### src/design/audio_loop_recorder_multi_head_assert.svh
// assertion macros shared by the loop recorder modules
`ifndef AUDIO_LOOP_RECORDER_MULTI_HEAD_ASSERT_SVH
`define AUDIO_LOOP_RECORDER_MULTI_HEAD_ASSERT_SVH
`ifndef SYNTHESIS
`define ALR_ASSERT(lbl, clk, rst_n, prop, msg) \
  lbl: assert property (@(posedge clk) disable iff (!rst_n) (prop)) \
    else $error(msg);
`define ALR_ASSERT_IMP(lbl, clk, rst_n, ante, cons, msg) \
  lbl: assert property (@(posedge clk) disable iff (!rst_n) (ante) |-> (cons)) \
    else $error(msg);
`else
`define ALR_ASSERT(lbl, clk, rst_n, prop, msg)
`define ALR_ASSERT_IMP(lbl, clk, rst_n, ante, cons, msg)
`endif
`endif

### src/design/alr_pkg.sv
// shared constants and types of the loop recorder
`default_nettype none
package alr_pkg;
  localparam int unsigned STORE_DEPTH_DEF = 262144;
  localparam int unsigned HEAD_COUNT_DEF  = 16;
  localparam int unsigned SAMPLE_BITS_DEF = 24;

  localparam int unsigned DEV_BITS       = 8;
  localparam int unsigned KEY_BITS       = 8;
  localparam int unsigned ACTION_BITS    = 2;
  localparam int unsigned LENGTH_BITS    = 19;
  localparam int unsigned CFG_INDEX_BITS = 2;
  localparam int unsigned CFG_DATA_BITS  = 19;

  // tdata layout: device, key, period flag, then the sample
  localparam int unsigned DEV_LSB    = 0;
  localparam int unsigned KEY_LSB    = DEV_LSB + DEV_BITS;
  localparam int unsigned HIT_BIT    = KEY_LSB + KEY_BITS;
  localparam int unsigned SAMPLE_LSB = HIT_BIT + 1;

  localparam logic [LENGTH_BITS-1:0] MAX_LENGTH_RST = 19'd262144;

  localparam logic [ACTION_BITS-1:0] ACT_POS    = 2'd1;
  localparam logic [ACTION_BITS-1:0] ACT_NONPOS = 2'd2;

  localparam logic [CFG_INDEX_BITS-1:0] REG_DEVICE     = 2'd0;
  localparam logic [CFG_INDEX_BITS-1:0] REG_KEY        = 2'd1;
  localparam logic [CFG_INDEX_BITS-1:0] REG_MAX_LENGTH = 2'd2;

  localparam int unsigned KIND_BITS   = 2;
  localparam int unsigned QUEUE_DEPTH = 2;

  typedef enum logic [KIND_BITS-1:0] {
    KIND_NONE,
    KIND_PRESS,
    KIND_RELEASE,
    KIND_HIT
  } alr_kind_e;

  function automatic int unsigned bytes_up(input int unsigned bits);
    return ((bits + 7) >> 3) << 3;
  endfunction
endpackage
`default_nettype wire

### src/design/alr_front.sv
// front end: takes an item and classifies its record event
`default_nettype none
module alr_front #(
  parameter int unsigned SAMPLE_BITS = alr_pkg::SAMPLE_BITS_DEF
) (
  input  logic                               valid_i,
  output logic                               ready_o,
  input  logic [alr_pkg::ACTION_BITS-1:0]    action_i,
  input  logic [alr_pkg::DEV_BITS-1:0]       device_i,
  input  logic [alr_pkg::KEY_BITS-1:0]       key_i,
  input  logic                               hit_i,
  input  logic [SAMPLE_BITS-1:0]             sample_i,
  input  logic [alr_pkg::DEV_BITS-1:0]       record_device_i,
  input  logic [alr_pkg::KEY_BITS-1:0]       record_key_i,
  input  logic                               full_i,
  output logic                               push_o,
  output logic [alr_pkg::KIND_BITS+SAMPLE_BITS-1:0] entry_o
);
  import alr_pkg::*;

  logic      matched;
  alr_kind_e kind;

  assign matched = (action_i == ACT_POS || action_i == ACT_NONPOS) &&
                   device_i == record_device_i && key_i == record_key_i;

  always_comb begin
    if (matched) begin
      kind = (action_i == ACT_POS) ? KIND_PRESS : KIND_RELEASE;
    end else if (hit_i) begin
      kind = KIND_HIT;
    end else begin
      kind = KIND_NONE;
    end
  end

  assign ready_o = !full_i;
  assign push_o  = valid_i && !full_i;
  assign entry_o = {kind, sample_i};
endmodule
`default_nettype wire

### config.mk
export PLATFORM = sky130hd
export DESIGN_NAME = alr_front
export DESIGN_NICKNAME = d
export VERILOG_FILES = /design/src/design/audio_loop_recorder_multi_head_assert.svh /design/src/design/alr_pkg.sv /design/src/design/alr_front.sv
export SDC_FILE = /design/constraint.sdc
export NUM_CORES = 1
export LEC_CHECK = 0
export ABC_AREA = 0
export BUFFER_PORTS_ARGS = -buffer_cell sky130_fd_sc_hd__buf_2
export CORE_MARGIN = 2
export CORE_UTILIZATION = 27
export DETAILED_ROUTE_END_ITERATION = 10
export MAX_ROUTING_LAYER = met4
export PLACE_DENSITY_LB_ADDON = 0.15
export SLEW_MARGIN = 20
export SYNTH_ARGS = -nofsm -noshare
export SYNTH_HDL_FRONTEND = slang
export SYNTH_SLANG_ARGS = --single-unit
export TNS_END_PERCENT = 50
### constraint.sdc
create_clock -name vclk -period 4.52
set_input_delay 0.452 -clock vclk [all_inputs]
set_output_delay 0.452 -clock vclk [all_outputs]
set_load 0.1 [all_outputs]
-- Yosys cells after proc, flatten, opt, wreduce, memory -nomap -nowiden
Cells that the tools add are included.
- output and inout port bits: 28
- bits in registers: 0
- word-level logic and storage cells: 12
- bits of input ports: 61
- multiplexer cells: 3
- equal/unequal tests: 4
- reductions and logical operators: 5
- operators with widths (operator ; count):
    8-bit equality test ; 2
    2-bit 2-to-1 mux ; 3
    1-bit logical AND ; 3
    2-bit by 1-bit equality test with 1-bit output, second input constant ; 1
    2-bit equality test, second input constant ; 1
    1-bit logical NOT ; 1
    1-bit logical OR ; 1

-- Longest topological paths before layout
- depth in word-level cells: 5
- depth in mapped cells: 5
- mapped depth without buffers: 5

-- Worst setup path after synthesis
Ideal clock, no wire load.
- path kind: input to output
- start: input port record_device_i[4] in the netlist's numbering
- end: output port entry_o[25] in the netlist's numbering
- stages: 5
- path buffers: 0
- slack: 1180 ps
- data arrival time: 2888 ps
- required time: 4068 ps
- cell sequence: xor2_1 -> nor4_1 -> nand3_1 -> or4_4 -> mux2i_1
- cells in the longest elaborated chain, start to end: 4
- RTL lines (element ; RTL line ; RTL):
    start, declared ; alr_front.sv:13 ; input logic [alr_pkg::DEV_BITS-1:0] record_device_i,
    8-bit equality test ; alr_front.sv:25 ; device_i == record_device_i && key_i == record_key_i;
    1-bit logical AND ; alr_front.sv:24 ; assign matched = (action_i == ACT_POS || action_i == ACT_NONPOS) &&
    1-bit logical AND ; alr_front.sv:25 ;
    2-bit 2-to-1 mux ; alr_front.sv:28 ; if (matched) begin
    end, declared ; alr_front.sv:17 ; output logic [alr_pkg::KIND_BITS+SAMPLE_BITS-1:0] entry_o
Every way passes these cells.

-- Worst setup path after layout
- start: input port record_device_i[7] in the netlist's numbering
- end: output port entry_o[24] in the netlist's numbering
The elaborated chain is that of the path after synthesis.

==> impl_summary.txt <==
----------------------------------------------------
[Power]
  Sw frac ... 55.6%
  Logic pwr share ... 100.0%
  Share of power burned in the clock network ... 0%
  Leakage power total ... 0.272 nW
  Peak supply drop ... 0.0000310 V
  Cell internal power dissipation ... 0.0214 mW
  Overall power ... 0.0483 mW
  Sequential power share ... 0%
  Power per cell area ... 105 mW/mm2
  Net switching power figure ... 0.0268 mW

[Timing]
  Final Max Slew Viols ... 0
  RSZ-0062 raised after global routing ... false
  Final count of negative-setup-slack endpoints ... 0
  Transition time at the pin with the least slew margin ... 0.485 ns
  Number of failing hold endpoints at the final stage ... 0
  Worst hold slack across all endpoints ... 0.904 ns
  Worst setup slack after layout ... 1.92 ns
  Final critical-path share of the clock period ... 57.6%
  Tmin final ... 2.60 ns
  F_max ... 0.384 GHz
  Accumulated negative setup slack ... 0 ns
  Max-slew headroom ... 67.9%

[Finish]
  Fraction of final layout cells with drive strength greater than 1 ... 61.4%
  Post-route non-filler standard cell count ... 86
  Filler Cell Count ... 177
  Sequential cell area ... 0 um2
  Post-route core utilization ... 31.3%
  Number of sequential cells in the layout ... 0
  N_diodes ... 0
  Layout Cell Area excl Fill ... 460 um2
  Clkbuf count ... 0
  Final Net Count ... 134
  Synthesis-to-layout area growth ... 10.8%

[Place]
  Total of buffers placed on input and output ports ... 41
  Worst setup slack after placement ... 1.87 ns
  Half-perimeter wire length after placement ... 794 um
  DP Cell Count ... 86
  Routability congestion estimate from global placement ... 0.553
  Area post-placement ... 460 um2

[Logic synthesis]
  Post-Syn Nets ... 115
  Post-Synthesis Cells ... 53
  Library cell with the largest summed area after synthesis ... buf_4
  Post-synth cell types ... 13
  Per-instance average area after synthesis ... 7.84 um2
  Post-synthesis instance area ... 415 um2
  Share of the synthesized area in the top cell type ... 43.4%
  Library cell with the highest instance count after synthesis ... buf_4
  Top area cells in the synthesized netlist ... buf_4 (43%), xor2_1 (25%), xnor2_1 (8.4%)
  Portion of the post-synthesis area used by sequential elements ... 0%
  Most numerous cell types in the synthesized netlist ... buf_4 (24), xor2_1 (12), xnor2_1 (4), inv_1 (3), nor4_1 (2)
  Number of synthesis warnings ... 0

[Critical path]
  Most Frequent Cell on Critical Path ... buf_2
  Worst setup path class ... primary input to primary output
  Maximum cell stage delay along the critical path ... 0.45 ns
  Cells along the critical path ... buf_2 > xor2_1 > nor4_1 > nand3_1 > or4_4 > mux2_4 > buf_2
  Worst path slowest cell ... or4_4
  Critical Path AT ... 2.15 ns
  Max FO, Critical Path ... 2
  Setup crit start ... record_device_i[7]
  Required @ worst endpoint ... 4.07 ns
  Worst Setup EP ... entry_o[24]
  Setup crit end kind ... primary output
  Critical Path Start Type ... primary input

[GRT]
  Antenna violations before repair ... 0
  First-pass GRT wire length ... 1260 um
  Remaining Overflow, GRT ... 0
  Maximum number of pins on one net before global-route repair ... 3
  Total global-route track usage ... 8.32%
  Via count of the first global-routing pass ... 356

[Worst hold path]
  Worst hold path class ... primary input to primary output
  Min-Delay Path Depth ... 0

[Floorplan]
  Total Die Area ... 0.00187 mm2
  Core area ... 0.00147 mm2
  Chip Width ... 43.2 um
  Overall die height ... 43.2 um
  Effective utilization at floorplan ... 28.2%
  Placement Rows ... 14
  IO Pins ... 89

[Detailed routing]
  Via count normalized by instance count ... 4.33
  Vias after detailed routing ... 372
  Detailed Route Iter0 Violations ... 1
  Drt first pass iters ... 2
  Detail-routed net length per standard cell ... 9.80 um
  Number of nets with antenna violations after detailed routing ... 0
  Number of design rule violations left after detail routing ... 0
  Post-Route WL ... 843 um

[Job]
  Max capacitance violation total ... 0

[Clocking]
  Count of instances resized after the clock tree is built ... 0
  Hold-fix buffers at CTS ... 0
  Setup Buffers After CTS ... 0

[Outcome]
  Status ... finished, final reports clean

----------------------------------------------------
power by group through the flow:
stage | sequential [mW] | clock [mW] | combinational (mW)
2_1_floorplan | 0 | 0 | 0.128
3_3_place_gp | 0 | 0 | 0.0485
3_5_place_dp | 0 | 0 | 0.0489
4_1_cts | 0 | 0 | 0.0490
5_1_grt | 0 | 0 | 0.0530
6_report | 0 | 0 | 0.0483
worst max-delay path: cells and delay by family:
family | cells | cell delay (ns)
xor+xnor | 1 | 0.15
simple gates | 3 | 0.83
buf+inv | 2 | 0.51
mux | 1 | 0.21
cell usage in the layout, fill, tap and decap left out, drive strengths merged:
master,count
nor3,1
buf,41
xnor2,4
mux2,1
mux2i,1
nand4,1
xor2,12
ha,1
nor2b,1
inv,3
or4,1
nor4,2
nand3,1
per-layer routing:
metal / part of all wire (%) / routed length [um] / vias up / track usage, %
met1: 26 / 215 / 154 / 5.82
met2: 56 / 470 / 35 / 18.8
met5: 0 / 0 / - / -
met3: 17 / 144 / 4 / 1.70
li1: - / - / 179 / -
met4: 1.4 / 12 / 0 / 2.42
cells by family after synthesis:
logic type,after synthesis,share of synthesized area (%)
xor+xnor,16,33.7
buf+inv,27,46.1
simple gates,7,11.1
fa+ha+maj,1,3.01
mux,2,6.02
worst min-delay path by stage:
stage / start / to / slack, ns
global placement: sample_i[16] / entry_o[16] / 0.90
floorplan: sample_i[0] / entry_o[0] / 1.12
CTS: sample_i[16] / entry_o[16] / 0.90
global route: sample_i[11] / entry_o[11] / 0.90
finish: sample_i[10] / entry_o[10] / 0.90
detailed placement: sample_i[16] / entry_o[16] / 0.90
final cells by class:
cell class / instances / area (um2) / area share [%]
multi-input combinational: 26 / 224 / 48.6
timing repair buffer: 41 / 205 / 44.6
tap: 16 / 20.0 / 4.35
inverter: 3 / 11.3 / 2.45
No activity file was read; power rests on OpenSTA's default activity.
