File: config.mk
export PLATFORM = sky130hd
export DESIGN_NAME = alr_queue
export DESIGN_NICKNAME = d
export VERILOG_FILES = /design/src/design/alr_pkg.sv /design/src/design/alr_queue.sv
export VERILOG_INCLUDE_DIRS = /design/src /design/src/design
export SDC_FILE = /design/constraint.sdc
export NUM_CORES = 1
export LEC_CHECK = 0
export BUFFER_PORTS_ARGS = -buffer_cell sky130_fd_sc_hd__clkbuf_2
export CAP_MARGIN = 10
export CORE_MARGIN = 1
export CORE_UTILIZATION = 46
export CTS_BUF_LIST = sky130_fd_sc_hd__clkbuf_16
export CTS_CLUSTER_SIZE = 20
export DETAILED_ROUTE_END_ITERATION = 7
export PLACE_DENSITY = 0.78
export RECOVER_POWER = 50
export SLEW_MARGIN = 20
export SYNTH_ARGS = -nofsm -noshare
export SYNTH_HDL_FRONTEND = slang
export SYNTH_SLANG_ARGS = --single-unit
File: constraint.sdc
create_clock -name clk_i -period 1.5 [get_ports clk_i]
set_input_delay 0 -clock clk_i [delete_from_list [all_inputs] [get_ports clk_i]]
set_output_delay 0 -clock clk_i [all_outputs]
set_load 0.03 [all_outputs]
File: src/design/audio_loop_recorder_multi_head_assert.svh
// assertion macros shared by the loop recorder modules
`ifndef AUDIO_LOOP_RECORDER_MULTI_HEAD_ASSERT_SVH
`define AUDIO_LOOP_RECORDER_MULTI_HEAD_ASSERT_SVH
`ifndef SYNTHESIS
`define ALR_ASSERT(lbl, clk, rst_n, prop, msg) \
  lbl: assert property (@(posedge clk) disable iff (!rst_n) (prop)) \
    else $error(msg);
`define ALR_ASSERT_IMP(lbl, clk, rst_n, ante, cons, msg) \
  lbl: assert property (@(posedge clk) disable iff (!rst_n) (ante) |-> (cons)) \
    else $error(msg);
`else
`define ALR_ASSERT(lbl, clk, rst_n, prop, msg)
`define ALR_ASSERT_IMP(lbl, clk, rst_n, ante, cons, msg)
`endif
`endif

File: src/design/alr_pkg.sv
// shared constants and types of the loop recorder
`default_nettype none
package alr_pkg;
  localparam int unsigned STORE_DEPTH_DEF = 262144;
  localparam int unsigned HEAD_COUNT_DEF  = 16;
  localparam int unsigned SAMPLE_BITS_DEF = 24;

  localparam int unsigned DEV_BITS       = 8;
  localparam int unsigned KEY_BITS       = 8;
  localparam int unsigned ACTION_BITS    = 2;
  localparam int unsigned LENGTH_BITS    = 19;
  localparam int unsigned CFG_INDEX_BITS = 2;
  localparam int unsigned CFG_DATA_BITS  = 19;

  // tdata layout: device, key, period flag, then the sample
  localparam int unsigned DEV_LSB    = 0;
  localparam int unsigned KEY_LSB    = DEV_LSB + DEV_BITS;
  localparam int unsigned HIT_BIT    = KEY_LSB + KEY_BITS;
  localparam int unsigned SAMPLE_LSB = HIT_BIT + 1;

  localparam logic [LENGTH_BITS-1:0] MAX_LENGTH_RST = 19'd262144;

  localparam logic [ACTION_BITS-1:0] ACT_POS    = 2'd1;
  localparam logic [ACTION_BITS-1:0] ACT_NONPOS = 2'd2;

  localparam logic [CFG_INDEX_BITS-1:0] REG_DEVICE     = 2'd0;
  localparam logic [CFG_INDEX_BITS-1:0] REG_KEY        = 2'd1;
  localparam logic [CFG_INDEX_BITS-1:0] REG_MAX_LENGTH = 2'd2;

  localparam int unsigned KIND_BITS   = 2;
  localparam int unsigned QUEUE_DEPTH = 2;

  typedef enum logic [KIND_BITS-1:0] {
    KIND_NONE,
    KIND_PRESS,
    KIND_RELEASE,
    KIND_HIT
  } alr_kind_e;

  function automatic int unsigned bytes_up(input int unsigned bits);
    return ((bits + 7) >> 3) << 3;
  endfunction
endpackage
`default_nettype wire

File: src/design/alr_queue.sv
// short fifo between the front end and the back end
`default_nettype none
`include "audio_loop_recorder_multi_head_assert.svh"
module alr_queue #(
  parameter int unsigned WIDTH = 8,
  parameter int unsigned DEPTH = alr_pkg::QUEUE_DEPTH
) (
  input  logic             clk_i,
  input  logic             rst_ni,
  input  logic             push_i,
  input  logic [WIDTH-1:0] data_i,
  output logic             full_o,
  input  logic             pop_i,
  output logic             empty_o,
  output logic [WIDTH-1:0] data_o
);
  localparam int unsigned PW = (DEPTH > 1) ? $clog2(DEPTH) : 1;
  localparam int unsigned NW = $clog2(DEPTH + 1);

  logic [WIDTH-1:0] slot_q [DEPTH];
  logic [PW-1:0]    wr_ptr_q, rd_ptr_q;
  logic [NW-1:0]    count_q;
  logic             do_push, do_pop;

  assign full_o  = (count_q == NW'(DEPTH));
  assign empty_o = (count_q == '0);
  assign data_o  = slot_q[rd_ptr_q];
  assign do_push = push_i && !full_o;
  assign do_pop  = pop_i && !empty_o;

  always_ff @(posedge clk_i) begin
    if (do_push) begin
      slot_q[wr_ptr_q] <= data_i;
    end
  end

  always_ff @(posedge clk_i or negedge rst_ni) begin
    if (!rst_ni) begin
      wr_ptr_q <= '0;
      rd_ptr_q <= '0;
      count_q  <= '0;
    end else begin
      if (do_push) begin
        wr_ptr_q <= (wr_ptr_q == PW'(DEPTH - 1)) ? '0 : wr_ptr_q + 1'b1;
      end
      if (do_pop) begin
        rd_ptr_q <= (rd_ptr_q == PW'(DEPTH - 1)) ? '0 : rd_ptr_q + 1'b1;
      end
      if (do_push && !do_pop) begin
        count_q <= count_q + 1'b1;
      end else if (do_pop && !do_push) begin
        count_q <= count_q - 1'b1;
      end
    end
  end

  `ALR_ASSERT(a_count_bound, clk_i, rst_ni, count_q <= NW'(DEPTH), "queue count over depth")
endmodule
`default_nettype wire

### After elaboration in Yosys (flattened, before gate mapping)

Memory sizes are Yosys's and may differ from the RTL's.
Index checks and enable logic that the tools add are counted.

| storage, ports and cells | value |
|---|---|
| RAM bits | 16 |
| memories | 1 |
| register bits after elaboration | 4 |
| output and inout port bits | 10 |
| input bits | 12 |
| logic and storage cells | 25 |

| cells by class | value |
|---|---|
| add/sub/neg operators | 4 |
| reduce and logical (&&, ||, !) cells | 10 |
| mux-type cells | 6 |
| equal/unequal tests | 1 |

Memory list:

| memory | words | bits a word | rd ports | clocked after Yosys merged registers in | write ports | RTL line | source |
|---|---|---|---|---|---|---|---|
| slot_q | 2 | 8 | 1 | 0 | 1 | alr_queue.sv:20 | `logic [WIDTH-1:0] slot_q [DEPTH];` |

Operators with widths:

| operator | number |
|---|---|
| $logic_and A1 B1 Y1 | 4 |
| $logic_not A1 Y1 | 4 |
| $mux W1 | 4 |
| $mux W2 | 2 |
| $add A1 B1 Y1 const B | 2 |
| $add A2 B1 Y2 const B | 1 |
| $eq A2 B2 Y1 const B | 1 |
| $logic_not A2 Y1 | 1 |
| $reduce_bool A2 Y1 | 1 |
| $sub A2 B1 Y2 const B | 1 |

### Logic depth before layout (Yosys ltp)

Gate-level depths: netlist of run 1.

| depth | value |
|---|---|
| word-level depth | 7 |
| depth in mapped cells | 7 |
| mapped depth without buffers | 7 |

### Worst setup path after synthesis of run 1

Ideal clock, no wire load.

| timing path | value |
|---|---|
| kind | register to register |
| start point | reg count_q[0] |
| end point | mem slot_q[0][0], enable pin |
| arrival time | 1.022 ns |
| slack | 0.108 ns |
| buffers on the path | 0 |
| clock period less this slack | 1.392 ns |
| data required time | 1.130 ns |
| cell stages (with the launch flop) | 4 |
| cell sequence | dfrtp_1 nand2b_1 nand2_2 nor2_1 |

| between the ends | value |
|---|---|
| cells in the longest elaborated chain, start to end | 5 |

RTL lines:

| what | RTL line | source |
|---|---|---|
| from (decl) | alr_queue.sv:22 | `logic [NW-1:0] count_q;` |
| from (signal assigned) | alr_queue.sv:50 | `count_q <= count_q + 1'b1;` |
| from (signal assigned) | alr_queue.sv:52 | `count_q <= count_q - 1'b1;` |
| $eq A2 B2 Y1 | alr_queue.sv:25 | `assign full_o = (count_q == NW'(DEPTH));` |
| $logic_not A1 Y1 | alr_queue.sv:28 | `assign do_push = push_i && !full_o;` |
| $logic_and A1 B1 Y1 | alr_queue.sv:28 |  |
| $mux W1 | alr_queue.sv:32 | `if (do_push) begin` |
| $mux W1 (implied by the code) | alr_queue.sv:33 | `slot_q[wr_ptr_q] <= data_i;` |
| to (decl) | alr_queue.sv:20 |  |

No other way between the ends.

### Final worst setup path of run 1

| timing path | value |
|---|---|
| start point | reg rd_ptr_q |
| end point | out data_o[2] |

| between the ends | value |
|---|---|
| cells in the longest elaborated chain, start to end | 1 |

RTL lines:

| what | RTL line | source |
|---|---|---|
| from (decl) | alr_queue.sv:21 | `logic [PW-1:0] wr_ptr_q, rd_ptr_q;` |
| from (signal assigned) | alr_queue.sv:47 | `rd_ptr_q <= (rd_ptr_q == PW'(DEPTH - 1)) ? '0 : rd_ptr_q + 1'b1;` |
| $mem_v2 Z2 W8 | - |  |
| to (decl) | alr_queue.sv:15 | `output logic [WIDTH-1:0] data_o` |

No other way between the ends.

==> results of run 1 <==
[worst paths after layout]
path	start	to
min in group asynchronous	rst_ni	count_q[0]
max in group asynchronous	rst_ni	rd_ptr_q
worst max-delay path	rd_ptr_q	data_o[2]
worst min-delay path	push_i	wr_ptr_q
worst max register to register	count_q[0]	count_q[1]
worst min register to register	count_q[1]	count_q[1]
[cell usage in the layout (no fill, tap or decap), types with 2 or more instances in the layout]
cell type	count
nor2_1	3
buf_4	3
clkbuf_1	6
mux2_2	2
dfrtp_1	4
dlygate4sd3_1	9
clkbuf_2	15
inv_1	2
clkbuf_16	3
xnor2_1	2
xor2_1	2
mux2_1	6
edfxtp_1	16
[flip-flops by register name, indices dropped and copies added, names as in the netlist]
register	count
wr_ptr_q	1
rd_ptr_q	1
count_q	2
slot_q	16
[per-layer routing]
metal / GRT usage, % / routed length (um) / vias up
met3: 4.26 / 47 / 4
met4: 10.9 / 26 / 0
met5: 0 / 0 / -
met2: 28.1 / 662 / 13
li1: - / - / 236
met1: 17.1 / 531 / 239
[power groups by stage]
stage	clock network [mW]	registers, mW	logic, mW
finish	0.712	0.885	0.833
global route	0.750	0.905	0.894
CTS	0.733	0.888	0.853
detailed placement	0	0.895	0.832
global placement	0	0.889	0.807
floorplan	0	0.846	0.631
[layout make-up]
type                    instances  share of cell area [%]
multi-input cells              21                    17.0
clock inverters                 1                    2.70
well taps                      16                    1.80
repair buffers                 33                    18.9
flip-flops and latches         20                    52.2
inverters                       2                   0.675
clock buffers                   3                    6.75
[Yosys cell counts]
cell type   n
xnor2_2     1
nand2b_1    1
buf_2       1
xor2_1      2
inv_1       2
and3_1      1
edfxtp_1   16
mux2_2      2
ha_1        1
xnor2_1     2
dfrtp_1     4
nand2_2     1
mux2_1      6
o21ai_1     1
nor2_1      3
[metrics by stage]
stage / power (mW) / utilization, % / hold slack [ns]
after global routing: 2.55 / 72.2 / 0.0685
after global placement: 1.70 / 60.0 / -0.187
after floorplan: 1.48 / - / -0.296
final: 2.43 / 72.2 / 0.0422
after CTS: 2.47 / 72.6 / 0.0295
after detailed placement: 1.73 / 60.0 / -0.186
[timing repair]
item / CTS / global route
endpoints found under the hold margin: 20 / 0
hold buffers: 9 / 0
setup endpoints to repair: 0 / 1
[worst max-delay path: cells and delay by family (launching register included)]
family	cells	cell delay [ns]
buf+inv	1	0.18
mux	1	0.38
flops	1	0.57
[logic make-up after synthesis]
| logic type | count (synthesis) |
|---|---|
| buffers and inverters | 3 |
| and+or+nand+nor | 6 |
| AOI/OAI and AO/OA | 1 |
| xor gates and xnor gates | 5 |
| muxes | 8 |
| adders and majority gates | 1 |
| DFF | 20 |
==> results.json, run 1 <==
{
  "overflow": 0,
  "cts_buffer_depth": 2,
  "grt_pass1_wl_mm": 2.10,
  "yosys.area_share.simple_pct": 3.84,
  "synth_cell_type_count": 15,
  "dr.first_iter.drc_count": 9,
  "ios": 22,
  "yosys.area_share.adder_pct": 1.60,
  "max-slew-margin-rel_pct": 74.0,
  "cp_slowest_cell": "dfrtp_1",
  "cts_setup_buffers": 0,
  "internal_power_mw": 1.64,
  "seq_area_frac_synth_pct": 74.2,
  "start_kind": "flop",
  "vias": 492,
  "worst_slack_ns": 0.114,
  "syn-num-nets": 57,
  "worst_slew_pin_slew_ns": 0.389,
  "n_fill_cell": 105,
  "whs_path_depth": 3,
  "synth.area.top_cells": "edfxtp_1 61%, dfrtp_1 13%, mux2_1 8.6%",
  "gp_congestion": 0.674,
  "insertedDiodeCount": 0,
  "clock_skew_ns": 0.00228,
  "mappedNetlistArea_um2": 782,
  "placed_cell_area_um2": 925,
  "cts_inserted_buffers": 3,
  "worstSetupPathType": "flop to output port",
  "hold_viol_final": 0,
  "timing.reg2reg.worst_path_depth": 6,
  "multi_input_area_um2": 189,
  "placedCellCount": 83,
  "slowest_delay_ns": 0.57,
  "outcome": "finished, final reports clean",
  "cts.sinks": 20,
  "cp_cell_sequence": "mux2_2 > clkbuf_2",
  "power_density_mw_per_mm2": 2190,
  "numPortBuffers": 21,
  "routed_wl_mm": 1.27,
  "cts_tree": "done",
  "drive_gt1_share_pct": 32.5,
  "drv_slew": 0,
  "start_util_pct": 50.7,
  "finish.net_count": 94,
  "netSwitchingFraction_pct": 32.7,
  "final_cell_count_no_fill": 96,
  "die_y_um": 43.2,
  "die_area_mm2": 0.00187,
  "synth_largest_area_cell": "edfxtp_1",
  "clk_latency_ns": 0.25,
  "finalInstanceArea_mm2": 0.00111,
  "worstPathRequired_ns": 1.50,
  "rows": 14,
  "clock.fmax_ghz": 0.722,
  "yosys.area_share.xor_xnor_pct": 6.56,
  "power.switching_uw": 795,
  "clkPwrFrac_pct": 29.3,
  "hp-class": "input port to flop",
  "syn_inst": 44,
  "crit_path_end_kind": "output port",
  "antenna_found_initial": 0,
  "power_leakage_nw": 0.463,
  "critPathMaxFanout": 9,
  "grt_pass1_vias": 506,
  "via_per_inst": 5.13,
  "dpl.hpwl_um": 846,
  "synth_top_family_by_area": "multiplexers",
  "rsz0062_at_grt": "false",
  "die_w_um": 43.2,
  "ant_nets": 0,
  "yosys_register_bits": 20,
  "grt_usage_pct": 16.3,
  "arrival_ns": 1.39,
  "synth_mux_area_share_pct": 11.5,
  "path_clk_slew_ns": 0.05,
  "dp_worst_setup_slack_ns": 0.111,
  "synth_top_area_share_pct": 61.4,
  "areaGrowthSynthToFinish_pct": 42.2,
  "seqCellArea_um2": 581,
  "drc": 0,
  "post_drt_wl_per_cell_um": 13.2,
  "cap_viol_max_count": 0,
  "grt_start_max_net_pins": 13,
  "avgSynthCellArea_um2": 17.8,
  "synth-compound-area-share_pct": 0.640,
  "p_comb_share_pct": 34.3,
  "setup_violations": 0,
  "timing.final.crit_share_pct": 92.4,
  "clock-root-buffer": "clkbuf_16",
  "p_seq_share_pct": 36.4,
  "htree_levels": 1,
  "ys_warn_count": 0,
  "ir_drop_v": 0.00122,
  "core_mm2": 0.00154,
  "min_period_ns": 1.39,
  "finalSetupTns_ns": 0,
  "cts.repair.resized": 0,
  "reg2reg_slack_ns": 0.11,
  "detail_route.first_pass.iterations": 4
}
Note: power is estimated with default switching activity, not from simulation.
==> run 2, diff against run 1 <==
RECOVER_POWER = 100   (was 50)
==> run 2 against run 1 <==
  * Flip-flop and latch count did not move
  * Clock skew about the same
  * Cell area decreased by 0.68%
==> results.json, run 2 (synthesis gave the netlist of run 1 again) <==
{
  "die_area_mm2": 0.00187,
  "numPortBuffers": 21,
  "max-slew-margin-rel_pct": 73.7,
  "grt_start_max_net_pins": 13,
  "die_y_um": 43.2,
  "worst_slack_ns": 0.109,
  "n_fill_cell": 105,
  "crit_family": "flip-flops",
  "start_kind": "flop",
  "drv_slew": 0,
  "worst_slew_pin_slew_ns": 0.395,
  "hold_viol_final": 0,
  "clock_skew_ns": 0.00245,
  "finalSetupTns_ns": 0,
  "mostFrequentLayoutCells": "16 x edfxtp_1, 15 x clkbuf_2, 9 x dlygate4sd3_1",
  "dr.first_iter.drc_count": 9,
  "worstSetupPathType": "flop to flop",
  "drc": 0,
  "clk_latency_ns": 0.25,
  "cap_viol_max_count": 0,
  "timing.final.crit_share_pct": 92.7,
  "overflow": 0,
  "vias": 488,
  "post_drt_wl_per_cell_um": 13.3,
  "cp_slowest_cell": "dfrtp_1",
  "grt_pass1_vias": 506,
  "cts_buffer_depth": 2,
  "cts_setup_buffers": 0,
  "cts_inserted_buffers": 3,
  "path_clk_slew_ns": 0.05,
  "clock.fmax_ghz": 0.719,
  "finish.net_count": 94,
  "die_w_um": 43.2,
  "worstPathRequired_ns": 1.63,
  "critical_path_buf_inv_count": 1,
  "ir_drop_v": 0.00122,
  "core_mm2": 0.00154,
  "crit_path_end_kind": "flop",
  "routed_wl_mm": 1.27,
  "power_density_mw_per_mm2": 2190,
  "htree_levels": 1,
  "start_util_pct": 50.7,
  "multi_input_area_um2": 189,
  "power_leakage_nw": 0.455,
  "largest_register_ffs": 16,
  "rsz0062_at_grt": "false",
  "clock-root-buffer": "clkbuf_16",
  "hp-class": "input port to flop",
  "cts_tree": "done",
  "arrival_ns": 1.52,
  "seqCellArea_um2": 581,
  "antenna_found_initial": 0,
  "min_period_ns": 1.39,
  "via_per_inst": 5.08,
  "regMostFlops": "slot_q",
  "cts.repair.resized": 0,
  "grt_pass1_wl_mm": 2.10,
  "dp_worst_setup_slack_ns": 0.111,
  "grt_usage_pct": 16.3,
  "final_common_cell": "edfxtp_1",
  "dpl.hpwl_um": 846,
  "critPathMaxFanout": 4,
  "cts.sinks": 20,
  "placed_cell_area_um2": 925,
  "cp_cell_sequence": "buf_4 > o21ai_1 > ha_1 > xor2_1 > nor2_1 > xor2_1",
  "finalInstanceArea_mm2": 0.00110,
  "finish.utilization_pct": 71.7,
  "gp_congestion": 0.674,
  "slowest_delay_ns": 0.36,
  "largestRegisters": "slot_q: 16 flops, count_q: 2 flops",
  "outcome": "finished, final reports clean",
  "setup_violations": 0,
  "ios": 22,
  "insertedDiodeCount": 0,
  "detail_route.first_pass.iterations": 4,
  "rows": 14,
  "drive_gt1_share_pct": 30.0,
  "areaGrowthSynthToFinish_pct": 41.3,
  "path_common_cell": "xor2_1",
  "ant_nets": 0
}
run 2: cell types whose count changed in the layout (fill, tap and decap cells not counted):
| cell | previous run | this run |
|---|---|---|
| buf_4 | 3 | 1 |
| clkbuf_1 | 6 | 8 |
run 2: routing by layer:
| metal | GRT usage [%] | routed length (um) | vias up |
|---|---|---|---|
| met1 | 17.1 | 525 | 236 |
| li1 | - | - | 233 |
| met4 | 10.9 | 26 | 0 |
| met2 | 28.1 | 668 | 15 |
| met3 | 4.26 | 52 | 4 |
| met5 | 0 | 0 | - |
run 2: final cells by class:
cell class | instances | area share, %
Multi-Input combinational cell | 21 | 17.1
Clock inverter | 1 | 2.72
Tap cell | 16 | 1.81
Sequential cell | 20 | 52.5
Timing Repair Buffer | 33 | 18.3
Clock buffer | 3 | 6.80
Inverter | 2 | 0.680
run 2: path summary, 6_finish.rpt:
kind	cells past startpoint	end	from	slack (ns)
hold reg to reg	1	count_q[1]	count_q[1]	0.53
hold / removal	3	wr_ptr_q	push_i	0.04
max in group asynchronous	2	rd_ptr_q	rst_ni	1.21
setup reg to reg	6	count_q[1]	count_q[0]	0.11
setup / recovery	6	count_q[1]	count_q[0]	0.11
min in group asynchronous	2	count_q[0]	rst_ni	0.10
run 2: tightest hold or removal path, cell delays in order:
cell      delay [ns]
clkbuf_2        0.09
nand2_2         0.10
xnor2_2         0.06
run 2: where the power goes:
group          total, mW  switching (mW)  internal (mW)  leakage [nW]
registers          0.886           0.108          0.778         0.195
logic              0.818           0.503          0.315         0.209
clock network      0.712           0.183          0.529        0.0511
total               2.42           0.794           1.62         0.455
run 2: repair_timing:
item                                   4_1_cts  5_1_grt
hold buffers                                 9        0
endpoints found under the hold margin       20        0
setup endpoints to repair                    0        1
run 2: stage by stage:
step	instances	power (mW)	hold WS, ns
after detailed placement	83	1.73	-0.186
after CTS	96	2.47	0.0295
after global placement	83	1.70	-0.187
final	96	2.42	0.0429
after floorplan	44	1.48	-0.296
after global routing	96	2.54	0.0685
